===== config.mk =====
export PLATFORM = sky130hd
export DESIGN_NAME = bprhs_contrib
export DESIGN_NICKNAME = d
export VERILOG_FILES = /design/src/rtl/bprhs_pkg.sv /design/src/rtl/bprhs_contrib.sv
export SDC_FILE = /design/constraint.sdc
export NUM_CORES = 1
export LEC_CHECK = 0
export BUFFER_PORTS_ARGS = -buffer_cell sky130_fd_sc_hd__buf_2
export CAP_MARGIN = 20
export CORE_ASPECT_RATIO = 1.4
export CORE_UTILIZATION = 45
export DETAILED_ROUTE_END_ITERATION = 16
export GPL_ROUTABILITY_DRIVEN = 0
export PLACE_DENSITY = 0.77
export SYNTH_ARGS = -nofsm -noshare
export SYNTH_HDL_FRONTEND = slang
export SYNTH_SLANG_ARGS = --single-unit

===== constraint.sdc =====
create_clock -name vclk -period 6.2
set_clock_uncertainty 0.05 [all_clocks]
set_input_delay 0 -clock vclk [all_inputs]
set_output_delay 0 -clock vclk [all_outputs]
set_load 0.005 [all_outputs]

===== src/rtl/bprhs_pkg.sv =====
// ----------------------------------------------------------------------------
// bprhs_pkg
// Shared types and constants of the bending pin right-hand-side accumulator.
// ----------------------------------------------------------------------------
package bprhs_pkg;

  localparam int NUM_VERTICES = 1024;
  localparam int VTX_W        = $clog2(NUM_VERTICES);
  localparam int POS_W        = 32;
  localparam int K_W          = 32;
  localparam int ACC_W        = 48;
  localparam int CSUM_W       = POS_W + 3;          // a - 2b + c of Q16.16 positions
  localparam int CMAG_W       = POS_W + 2;          // |C| <= 2^33
  localparam int PROD_W       = K_W + CMAG_W;       // k * |C|
  localparam int SCALED_W     = PROD_W + 1;         // times |w| of one or two
  localparam int MAG_W        = SCALED_W - 16;      // rounded to Q32.16
  localparam int FRAC_W       = 16;

  localparam logic signed [ACC_W-1:0] ACC_MAX = {1'b0, {(ACC_W-1){1'b1}}};
  localparam logic signed [ACC_W-1:0] ACC_MIN = {1'b1, {(ACC_W-1){1'b0}}};

  typedef enum logic [1:0] {
    ACT_LOAD_PIN  = 2'd0,
    ACT_CLEAR     = 2'd1,
    ACT_STENCIL   = 2'd2,
    ACT_READ      = 2'd3
  } action_t;

  typedef enum logic [3:0] {
    ST_INIT,
    ST_IDLE,
    ST_CLEAR,
    ST_READ,
    ST_PIN_B,
    ST_PIN_C,
    ST_SUM,
    ST_MUL,
    ST_MUL_DRAIN,
    ST_RMW_RD,
    ST_RMW_WR
  } state_t;

  typedef struct packed {
    logic                    flag;
    logic signed [POS_W-1:0] x;
    logic signed [POS_W-1:0] y;
    logic signed [POS_W-1:0] z;
  } pin_row_t;

  typedef struct packed {
    logic                    valid;
    logic                    sat;
    logic signed [ACC_W-1:0] x;
    logic signed [ACC_W-1:0] y;
    logic signed [ACC_W-1:0] z;
  } rhs_row_t;

endpackage


===== src/rtl/bprhs_contrib.sv =====
// ----------------------------------------------------------------------------
// bprhs_contrib
// One axis of a stencil contribution: scales k*|C| by the vertex weight,
// rounds to Q32.16 half away from zero, applies the sign and clamps.
// ----------------------------------------------------------------------------
module bprhs_contrib (
  input  logic [bprhs_pkg::PROD_W-1:0]        prod,
  input  logic                                c_neg,
  input  logic                                w_neg,
  input  logic                                w_two,
  output logic signed [bprhs_pkg::ACC_W-1:0]  delta,
  output logic                                sat
);

  localparam logic [bprhs_pkg::MAG_W-1:0] POS_LIMIT =
    bprhs_pkg::MAG_W'({1'b0, {(bprhs_pkg::ACC_W-1){1'b1}}});
  localparam logic [bprhs_pkg::MAG_W-1:0] NEG_LIMIT =
    bprhs_pkg::MAG_W'({1'b1, {(bprhs_pkg::ACC_W-1){1'b0}}});
  localparam logic [bprhs_pkg::SCALED_W-1:0] HALF =
    bprhs_pkg::SCALED_W'(1) << (bprhs_pkg::FRAC_W - 1);

  logic [bprhs_pkg::SCALED_W-1:0] scaled;
  logic [bprhs_pkg::SCALED_W-1:0] rnd;
  logic [bprhs_pkg::MAG_W-1:0]    mag;
  logic                           pos;

  assign scaled = w_two ? {prod, 1'b0} : {1'b0, prod};
  assign rnd    = scaled + HALF;
  assign mag    = rnd[bprhs_pkg::SCALED_W-1:bprhs_pkg::FRAC_W];
  // -k*w*C is positive when exactly one of C and w is negative
  assign pos    = c_neg != w_neg;

  always_comb begin
    sat   = 1'b0;
    delta = '0;
    if (pos) begin
      if (mag > POS_LIMIT) begin
        sat   = 1'b1;
        delta = bprhs_pkg::ACC_MAX;
      end else begin
        delta = mag[bprhs_pkg::ACC_W-1:0];
      end
    end else begin
      if (mag > NEG_LIMIT) begin
        sat   = 1'b1;
        delta = bprhs_pkg::ACC_MIN;
      end else begin
        delta = -mag[bprhs_pkg::ACC_W-1:0];
      end
    end
  end

endmodule


* Word level (Yosys, flattened, before mapping)
Index checks and enable logic that the tools add are counted.
W data, S select, Z words.
** Operators by class
- Add/sub/neg operators :: 2
- Multipliers :: 0
- Divide/modulo/power cells :: 0
- Order comparisons :: 2
- Equality and inequality tests :: 1
- Shifts and indexed selects :: 0
- Muxes and demuxes :: 7
- Bitwise gates (word level) :: 0
- Reductions and logical operators :: 0
** Operators by type and width (number)
- $mux W48 :: 3
- $add A67 B16 Y67 const B :: 1
- $mux W67 :: 1
- $gt A51 B47 Y1 const B :: 1
- $gt A51 B48 Y1 const B :: 1
- $neg A48 Y48 :: 1
- $mux W1 :: 3
- $ne A1 B1 Y1 :: 1
** Storage, ports and cells
- Register bits :: 0
- Latch bits :: 0
- Bits in writable memories :: 0
- ROM bits :: 0
- Bits of input ports :: 69
- Output and inout port bits :: 49
- Logic and storage cells :: 12
- Memories kept :: 0

* Longest topological paths before layout
- Word-level depth :: 5
- Depth in mapped cells :: 24
- Mapped depth without buffers :: 13

* Least setup slack after synthesis
No wires, ideal clock.
- Kind :: in2out
- Start :: input port w_two
- End :: output port delta[37] (netlist name)
- Data arrival time :: 5.530 ns
- Required time :: 6.150 ns
- Path slack :: 0.620 ns
- Cell stages on the path :: 23
- Path buffers :: 11
- Cell sequence :: buf_6 -> buf_6 -> buf_6 -> buf_6 -> buf_6 -> buf_2 -> buf_2 -> buf_2 -> buf_1 -> mux2_2 -> ha_1 -> nand3_2 -> or4_4 -> or3_1 -> a2bb2oi_2 -> or4b_4 -> or4_4 -> nor4_4 -> a31o_1 -> buf_4 -> buf_6 -> o21ai_1 -> a22oi_1
** Between the ends
- Longest elaborated chain between the ends :: 5
- Elaborated cells on any way between the ends :: 8
- Classes of those cells :: add/sub: 2; order compare: 2; mux: 4
** RTL lines
- from (decl) :: line bprhs_contrib.sv:10 : input logic w_two,
- $mux W67 * :: line bprhs_contrib.sv:27 : assign scaled = w_two ? {prod, 1'b0} : {1'b0, prod};
- $add A67 B16 Y67 * :: line bprhs_contrib.sv:28 : assign rnd = scaled + HALF;
- $neg A48 Y48, or another cell as far along :: line bprhs_contrib.sv:48 : delta = -mag[bprhs_pkg::ACC_W-1:0];
- $mux W48, on equally long branches :: line bprhs_contrib.sv:44, bprhs_contrib.sv:37
- $mux W48 * :: line bprhs_contrib.sv:36 : if (pos) begin
- to (decl) :: line bprhs_contrib.sv:11 : output logic signed [bprhs_pkg::ACC_W-1:0] delta,
Mark *: on every way between the ends. The rest lies on a longest branch, timed or not.

* Worst setup path after layout
- Start :: input port w_two
- End :: output port delta[21] (netlist name)
The elaborated chain is that of the path after synthesis.

==> impl_metrics.ini <==
[layout]
regArea_um2 = 0
syn2layout_area_growth_pct = 12.7
n_clock_buffer = 0
drive_gt1_share_pct = 19.2
nFlopsAndLatches = 0
fin_util_pct = 52.9
multiInputGateArea_um2 = 4450
diodes = 0
fillCellCount = 1098
final_cell_mix = buf_2 (103), a21oi_1 (70), nand2_1 (61)
final_net_count = 876
final_common_cell = buf_2

[worst_setup_path]
cp_data_required_time_ns = 6.15
crit_arrival_ns = 5.26
crit_path_max_fanout = 60
crit_type = in -> out
start_kind = primary input
end_kind = primary output

[flow_run]
cap_viol_max_count = 0

[place]
port_buffers = 104
hpwl_um = 12900
place_ws_ns = 0.979

[routing]
drtPass1Iterations = 5
route.vias.total = 6010
drc = 0
drt_iter0_markers = 462
drt-vias-per-instance = 6.41
ant_nets = 0
finalWirelength_um = 16300
wl_per_cell_um = 17.4

[sta]
worstMarginPinSlew_ns = 1.09
maxSlewViolCount = 0
tns_ns = 0
holdWs_ns = 0.575
fin_ws_ns = 0.889
final-setup-viol-count = 0
relSlewSlack_pct = 27.3
period_minus_slack_ns = 5.31
timing.final.crit_share_pct = 85.7
rsz0062_at_grt = no
max_freq_ghz = 0.188
hold_viol_final = 0

[run_status]
outcome = complete, no violations

[floorplan]
fp.dieH_um = 123
core_area_um2 = 10000
num_io_pins = 118
start_util_pct = 46.9
die_area_um2 = 10900
die_w_um = 88.3
std_cell_rows = 43

[grt]
grt_pass1_vias = 5205
antenna_found_initial = 0
grt.overflow.total = 0
grt_start_max_net_pins = 61
grt_pass1_wl_um = 24700
track_usage_pct = 28.2

[synthesis]
syn_area_um2 = 4690
synth_warnings = 0
synth.area.top_cells = mux2i_1 (10%), a21oi_1 (7.5%), xnor2_1 (5.0%), nand2_1 (4.9%), xor2_1 (4.9%)
synth_top_area_share_pct = 10.0
synthDistinctLibCells = 71
avgSynthCellArea_um2 = 6.50
yosys.area.top_type = mux2i_1
yosysSeqAreaShare_pct = 0
netlist_instances = 722
mappedNetlistNets = 794

[power]
p_per_area_nw_per_um2 = 72.8
p_leak_uw = 0.00199
peakVddDrop_uv = 49.9

[clocking]
cts_resized = 0
post_cts.repair.setup_buffers = 0
hold_buffers = 0

[worst_hold_path]
hold_path.class = in -> out
hold_path_depth = 5
==> cell families after synthesis <==
kind of cell / synth area share (%)
AO/OA/AOI/OAI: 27.5
adder cells (fa/ha/maj): 0.800
buffers and inverters: 5.89
XOR/XNOR: 10.2
multiplexers: 14.2
AND/OR/NAND/NOR: 41.4
==> layer usage <==
layer	wire (um)	GRT usage (%)	up-vias
met5	0	0	-
met3	771	0.672	63
met1	6340	32.4	2775
met2	8500	52.5	237
met4	708	13.4	0
li1	-	-	2935
==> critical path: stages <==
cell	delay [ns]
buf_4	0.13
buf_4	0.60
mux2_2	0.31
nand4_1	0.42
nor4b_2	0.67
xnor2_1	0.31
or3_1	0.51
or4_4	0.57
nor4_4	0.48
a31o_1	0.23
buf_4	0.20
buf_4	0.28
o21ai_0	0.12
a22oi_1	0.23
buf_2	0.15
==> layout make-up <==
| cell class | count | share of cell area, % |
|---|---|---|
| Multi-Input combinational cell | 669 | 84.1 |
| Inverter | 18 | 1.28 |
| Tap cell | 135 | 3.19 |
| Timing Repair Buffer | 115 | 11.4 |
==> final timing paths <==
kind / start / end
setup / recovery: w_two / delta[21]
hold / removal: w_two / delta[2]
==> stage by stage <==
step                total power [uW]  instance area, um^2  instances
floorplan                        245                 4690        722
global placement                 374                 5290        937
detailed placement               376                 5290        937
CTS                              378                 5290        937
global route                     416                 5290        937
finish                           385                 5290        937
==> power by group <==
part	switching [uW]	total (uW)	internal, uW
registers	0	0	0
logic	236	385	149
clock network	0	0	0
==> cells in the mapped netlist, types with 18 or more instances <==
cell type and count:
nor2_1 50, xor2_1 26, nand2_1 61, nand3_1 36, nor3_1 27, o21ai_0 40
nor4_1 21, a21oi_1 70, xnor2_1 27, inv_1 18, nand4_1 32, mux2i_1 47
(Power assumes the default switching activity.)
